<file path="src/rtl/sat_pkg.sv">
`default_nettype none

package sat_pkg;

    typedef enum logic [2:0] {
        REQ_ACCESS    = 3'd0,
        REQ_FILL_LINE = 3'd1,
        REQ_FILL_ADDR = 3'd2,
        REQ_FLUSH     = 3'd3,
        REQ_MARK_MOD  = 3'd4,
        REQ_INVAL     = 3'd5
    } req_t;

    typedef enum logic [2:0] {
        RS_HIT          = 3'd0,
        RS_HIT_RESERVED = 3'd1,
        RS_MISS         = 3'd2,
        RS_FAIL         = 3'd3,
        RS_DONE         = 3'd4
    } status_t;

    typedef enum logic [1:0] {
        LS_INVALID  = 2'd0,
        LS_RESERVED = 2'd1,
        LS_VALID    = 2'd2,
        LS_MODIFIED = 2'd3
    } lstate_t;

    typedef enum logic {
        FSM_IDLE = 1'b0,
        FSM_LOOK = 1'b1
    } fsm_t;

    typedef enum logic [1:0] {
        CFG_REPL   = 2'd0,
        CFG_ALLOC  = 2'd1,
        CFG_LSLOG2 = 2'd2
    } cfg_idx_t;

    typedef logic [4:0] way_t;

    typedef struct packed {
        lstate_t     st;
        logic [31:0] tag;
        logic [31:0] use_t;
        logic [31:0] alloc_t;
    } entry_t;

    typedef struct packed {
        status_t status;
        way_t    way;
    } lk_res_t;

endpackage

`default_nettype wire

</file>
<file path="src/rtl/sat_lookup.sv">
`default_nettype none

module sat_lookup #(
    parameter int WAYS = 4
) (
    input  sat_pkg::entry_t [WAYS-1:0] row,
    input  logic [31:0]                blk,
    input  logic                       fifo,
    output sat_pkg::lk_res_t           res
);

    always_comb begin
        logic        found;
        logic        have_inv;
        logic        have_old;
        logic [31:0] old_t;
        logic [31:0] t;
        sat_pkg::way_t hit_w;
        sat_pkg::way_t inv_w;
        sat_pkg::way_t old_w;
        sat_pkg::status_t hit_s;
        found    = 1'b0;
        have_inv = 1'b0;
        have_old = 1'b0;
        old_t    = '0;
        t        = '0;
        hit_w    = '0;
        inv_w    = '0;
        old_w    = '0;
        hit_s    = sat_pkg::RS_HIT;
        for (int w = 0; w < WAYS; w++) begin
            if (!found && row[w].st != sat_pkg::LS_INVALID && row[w].tag == blk) begin
                found = 1'b1;
                hit_w = sat_pkg::way_t'(w);
                hit_s = (row[w].st == sat_pkg::LS_RESERVED) ? sat_pkg::RS_HIT_RESERVED
                                                             : sat_pkg::RS_HIT;
            end
            if (row[w].st == sat_pkg::LS_INVALID) begin
                have_inv = 1'b1;
                inv_w    = sat_pkg::way_t'(w);
            end else if (row[w].st != sat_pkg::LS_RESERVED) begin
                t = fifo ? row[w].alloc_t : row[w].use_t;
                if (!have_old || t < old_t) begin
                    have_old = 1'b1;
                    old_t    = t;
                    old_w    = sat_pkg::way_t'(w);
                end
            end
        end
        if (found) begin
            res.status = hit_s;
            res.way    = hit_w;
        end else if (have_inv) begin
            res.status = sat_pkg::RS_MISS;
            res.way    = inv_w;
        end else if (have_old) begin
            res.status = sat_pkg::RS_MISS;
            res.way    = old_w;
        end else begin
            res.status = sat_pkg::RS_FAIL;
            res.way    = '0;
        end
    end

endmodule

`default_nettype wire

</file>
<file path="config.mk">
export PLATFORM = sky130hd
export DESIGN_NAME = sat_lookup
export DESIGN_NICKNAME = d
export VERILOG_FILES = /design/src/rtl/sat_pkg.sv /design/src/rtl/sat_lookup.sv
export SDC_FILE = /design/constraint.sdc
export NUM_CORES = 1
export LEC_CHECK = 0
export BUFFER_PORTS_ARGS = -buffer_cell sky130_fd_sc_hd__buf_2
export CELL_PAD_IN_SITES_DETAIL_PLACEMENT = 0
export CELL_PAD_IN_SITES_GLOBAL_PLACEMENT = 1
export CORE_AREA = 2 2 169 171
export DETAILED_ROUTE_END_ITERATION = 8
export DIE_AREA = 0 0 171 173
export PLACE_DENSITY_LB_ADDON = 0.05
export SKIP_LAST_GASP = 1
export SYNTH_ARGS = -nofsm -noshare
export SYNTH_HDL_FRONTEND = slang
export SYNTH_SLANG_ARGS = --single-unit
</file>
<file path="constraint.sdc">
create_clock -name vclk -period 10.5
set_input_delay 2.1 -clock vclk [all_inputs]
set_output_delay 2.1 -clock vclk [all_outputs]
set_load 0.01 [all_outputs]
</file>
# ---- After elaboration in Yosys (flattened, before gate mapping)
# Index checks and enable logic that the tools add are counted.
dict set report totals {
  reg_bits 0
  latch_bits 0
  mem_bits_rw 0
  mem_bits_ro 0
  out_inout_bits 8
  mem_count 0
}
dict set report op_classes {
  add_sub_neg 0
  n_mul 0
  div 0
  magnitude_cmp 3
  n_eq_ne 12
  n_shift 0
  n_mux 57
  n_bitwise 0
  reduce_logical 24
}
# cell n
set ops {}
lappend ops {{32-bit 2-to-1 mux} 12}
lappend ops {{32-bit equality test} 4}
lappend ops {{32-bit less-than comparator} 3}
lappend ops {{5-bit 2-to-1 mux} 10}
lappend ops {{1-bit 2-to-1 mux} 29}
lappend ops {{6-bit 2-to-1 mux} 2}
lappend ops {{3-bit 2-to-1 mux} 3}
lappend ops {{2-bit by 1-bit equality test with 1-bit output, second input constant} 4}
lappend ops {{2-bit zero test} 4}
lappend ops {{8-bit 2-to-1 mux} 1}
lappend ops {{2-bit by 1-bit inequality test with 1-bit output, second input constant} 4}
lappend ops {{2-bit nonzero test} 4}
lappend ops {{1-bit logical AND} 7}
lappend ops {{1-bit zero test} 6}
lappend ops {{1-bit logical OR} 3}

# ---- Depth between registers and ports, before layout
dict set report logic_depth {
  word_depth 21
  mapped_depth 37
}

# ---- Least setup slack after synthesis
# No wires, ideal clock.
dict set report synth_path {
  path_kind {in2out}
  from {input fifo}
  to {output res[0] (netlist bit)}
  arrival_ns 9.264
  t_required_ns 8.400
  setup_slack_ns -0.864
  cell_stages 36
  cell_sequence {clkbuf_1 clkbuf_1 clkbuf_1 mux2i_1 inv_1 ha_1 a21oi_1 nand2_1 a221oi_1 o211ai_1 a21boi_1 clkbuf_1 nand2_1 o21ai_0 inv_1 ha_1 a21o_1 a21o_1 a211o_1 a21oi_1 nand4_1 o21a_1 o31ai_4 buf_6 buf_6 mux2i_1 ha_1 nand3_1 o22ai_1 o21a_1 o21a_1 o41a_1 o21ai_0 a211oi_1 mux2_2 o22ai_1}
}
# item line_no
set synth_lines {}
lappend synth_lines {{from (decl)} sat_lookup.sv:8} ;# input logic fifo,
lappend synth_lines {{to (decl)} sat_lookup.sv:9} ;# output sat_pkg::lk_res_t res

==> impl_metrics.env <==
export IMPL_antenna_found_initial=7
export IMPL_netlist_area_mm2=0.00654
export IMPL_fmax_mhz=93.2
export IMPL_wl_per_cell_um=19.8
export IMPL_avgSynthCellArea_um2=7.77
export IMPL_crit_path_frequent_cell="buf_6"
export IMPL_worst_slack_ps=-229
export IMPL_yosysTopAreaCell="mux2_2"
export IMPL_vias_per_cell=4.73
export IMPL_synthTopCellsByArea="mux2_2 21%, ha_1 18%, xnor2_1 12%, xor2_1 5.5%, nand2_1 4.8%"
export IMPL_crit_path_start_kind="input pin"
export IMPL_grt_pass1_wl_um=51700
export IMPL_violations="negative setup slack"
export IMPL_core_area_mm2=0.0276
export IMPL_fin_setup_tns_ps=-425
export IMPL_mostFrequentLayoutCells="426 x buf_2, 174 x buf_4, 93 x mux2_2, 87 x xnor2_1, 61 x ha_1"
export IMPL_drc=0
export IMPL_fp_dieH_um=173
export IMPL_initial_core_util=0.237
export IMPL_drt_iter0_markers=259
export IMPL_post_place_cells=1765
export IMPL_place_congestion=0.940
export IMPL_fin_crit_ps=10730
export IMPL_grt_pass1_vias=9201
export IMPL_io_pins=433
export IMPL_period_share=1.02
export IMPL_tightest_slew_ps=845
export IMPL_fin_nets=1967
export IMPL_ir_drop_mv=0.0257
export IMPL_crit_type="input pin to output pin"
export IMPL_final_layout_size_suffix_gt1_frac=0.636
export IMPL_num_vias=8656
export IMPL_path_max_fanout=7
export IMPL_power_mw=0.844
export IMPL_num_rows=61
export IMPL_grt_max_degree=39
export IMPL_syn_to_final_growth_pct=85.2
export IMPL_worstHoldPathType="input pin to output pin"
export IMPL_gr_usage_all_layers=0.230
export IMPL_end_kind="output pin"
export IMPL_ys_warn_count=0
export IMPL_drtAntennaViolNets=0
export IMPL_seq_cells=0
export IMPL_synth_top_area_frac=0.207
export IMPL_layout_commonest_cell="buf_2"
export IMPL_cp_slowest_stage_delay_ps=450
export IMPL_fin_cells=1829
export IMPL_cellPowerDensity_mw_per_mm2=69.7
export IMPL_finalSetupViolCount=2
export IMPL_crit_arrival_ps=8630
export IMPL_seq_area_frac_synth=0
export IMPL_rsz0062_at_grt="true"
export IMPL_holdWs_ps=4580
export IMPL_wl_um=36200
export IMPL_drv_cap=0
export IMPL_clkbuf_count=0
export IMPL_chipWidth_um=171
export IMPL_final_core_util=0.438
export IMPL_required_ps=8400
export IMPL_gr_total_overflow=0
export IMPL_syn_inst=841
export IMPL_hold_viol_final=0
export IMPL_pre_cts_ws_ps=-1170
export IMPL_io_buffers=429
export IMPL_place_area_mm2=0.0102
export IMPL_dp_hpwl_um=31300
export IMPL_synthDistinctLibCells=68
export IMPL_design_area_mm2=0.0121
export IMPL_outcome="finished with violations"
export IMPL_max_slew_margin=0.422
export IMPL_regArea_um2=0
export IMPL_drv_slew=0
export IMPL_crit_slowest_cell="o41a_1"
export IMPL_die_area_mm2=0.0296
export IMPL_p_leak_nw=5.66
export IMPL_drt_first_pass_iters=4
## path summary, 6_finish.rpt
kind | from | slack, ps | depth (start not counted) | endpoint
max | fifo | -230 | 35 | res[0]
min | row[96] | 4580 | 4 | res[5]
## power by group
part	total [mW]	leakage (nW)	switching (mW)	internal, mW
Combinational	0.844	5.66	0.394	0.450
Sequential	0	0	0	0
Clock	0.0000000511	0.0000254	0	0.0000000511
## layout make-up
type               instances  area, µm²
diodes                     4       10.0
fillers                 2914      15500
inverters                 32        120
multi-input cells        778       7350
well taps                378        473
repair buffers           637       4160
## routing by layer
layer / wire length, µm / track usage
met1: 13100 / 0.232
met2: 19700 / 0.469
met3: 1840 / 0.0284
met4: 1500 / 0.0851
met5: 21 / 0
## logic make-up after synthesis
family          share of synthesized area
simple gates                        0.205
compound gates                      0.154
mux                                 0.245
xor+xnor                            0.171
fa+ha+maj                           0.178
buf+inv                            0.0465
other cells                      0.000574
## cells in the mapped netlist, types with 2 or more instances
cell / n
mux2_2: 120
ha_1: 93
xnor2_1: 87
nand2_1: 83
nor2_1: 47
nand4_1: 45
o21ai_0: 41
xor2_1: 41
inv_1: 32
a21oi_1: 30
clkbuf_1: 25
mux2i_1: 25
nor4_1: 18
a21oi_2: 14
nor3_1: 14
nand3_1: 11
a21o_1: 9
o22ai_1: 8
o21a_1: 6
buf_4: 5
nor2b_1: 5
and3_1: 4
and4_1: 4
buf_6: 4
a211o_1: 3
a211oi_1: 3
nand2b_1: 3
nand4b_1: 3
nor4b_1: 3
o31ai_1: 3
or3b_2: 3
a2111oi_0: 2
a21boi_0: 2
buf_1: 2
nand3b_1: 2
nor3b_1: 2
nor4bb_1: 2
o2111ai_1: 2
o211ai_1: 2
o21bai_1: 2
o221ai_1: 2
or4_1: 2
or4bb_1: 2
## critical path: cells and delay by family
family / cells / cell delay [ps]
AO/OA/AOI/OAI: 16 / 3230
multiplexers: 3 / 830
AND/OR/NAND/NOR: 4 / 400
adder cells (fa/ha/maj): 3 / 710
buffers and inverters: 9 / 1300
## timing repair
| action | 4_1_cts | 5_1_grt |
|---|---|---|
| gates cloned | 12 | 4 |
| resized for setup | 196 | 66 |
| pin swaps | 64 | 30 |
| setup buffers | 34 | 12 |
| hold buffers | 0 | 0 |
| endpoints found under the setup margin | 2 | 2 |
(Power assumes the default switching activity.)
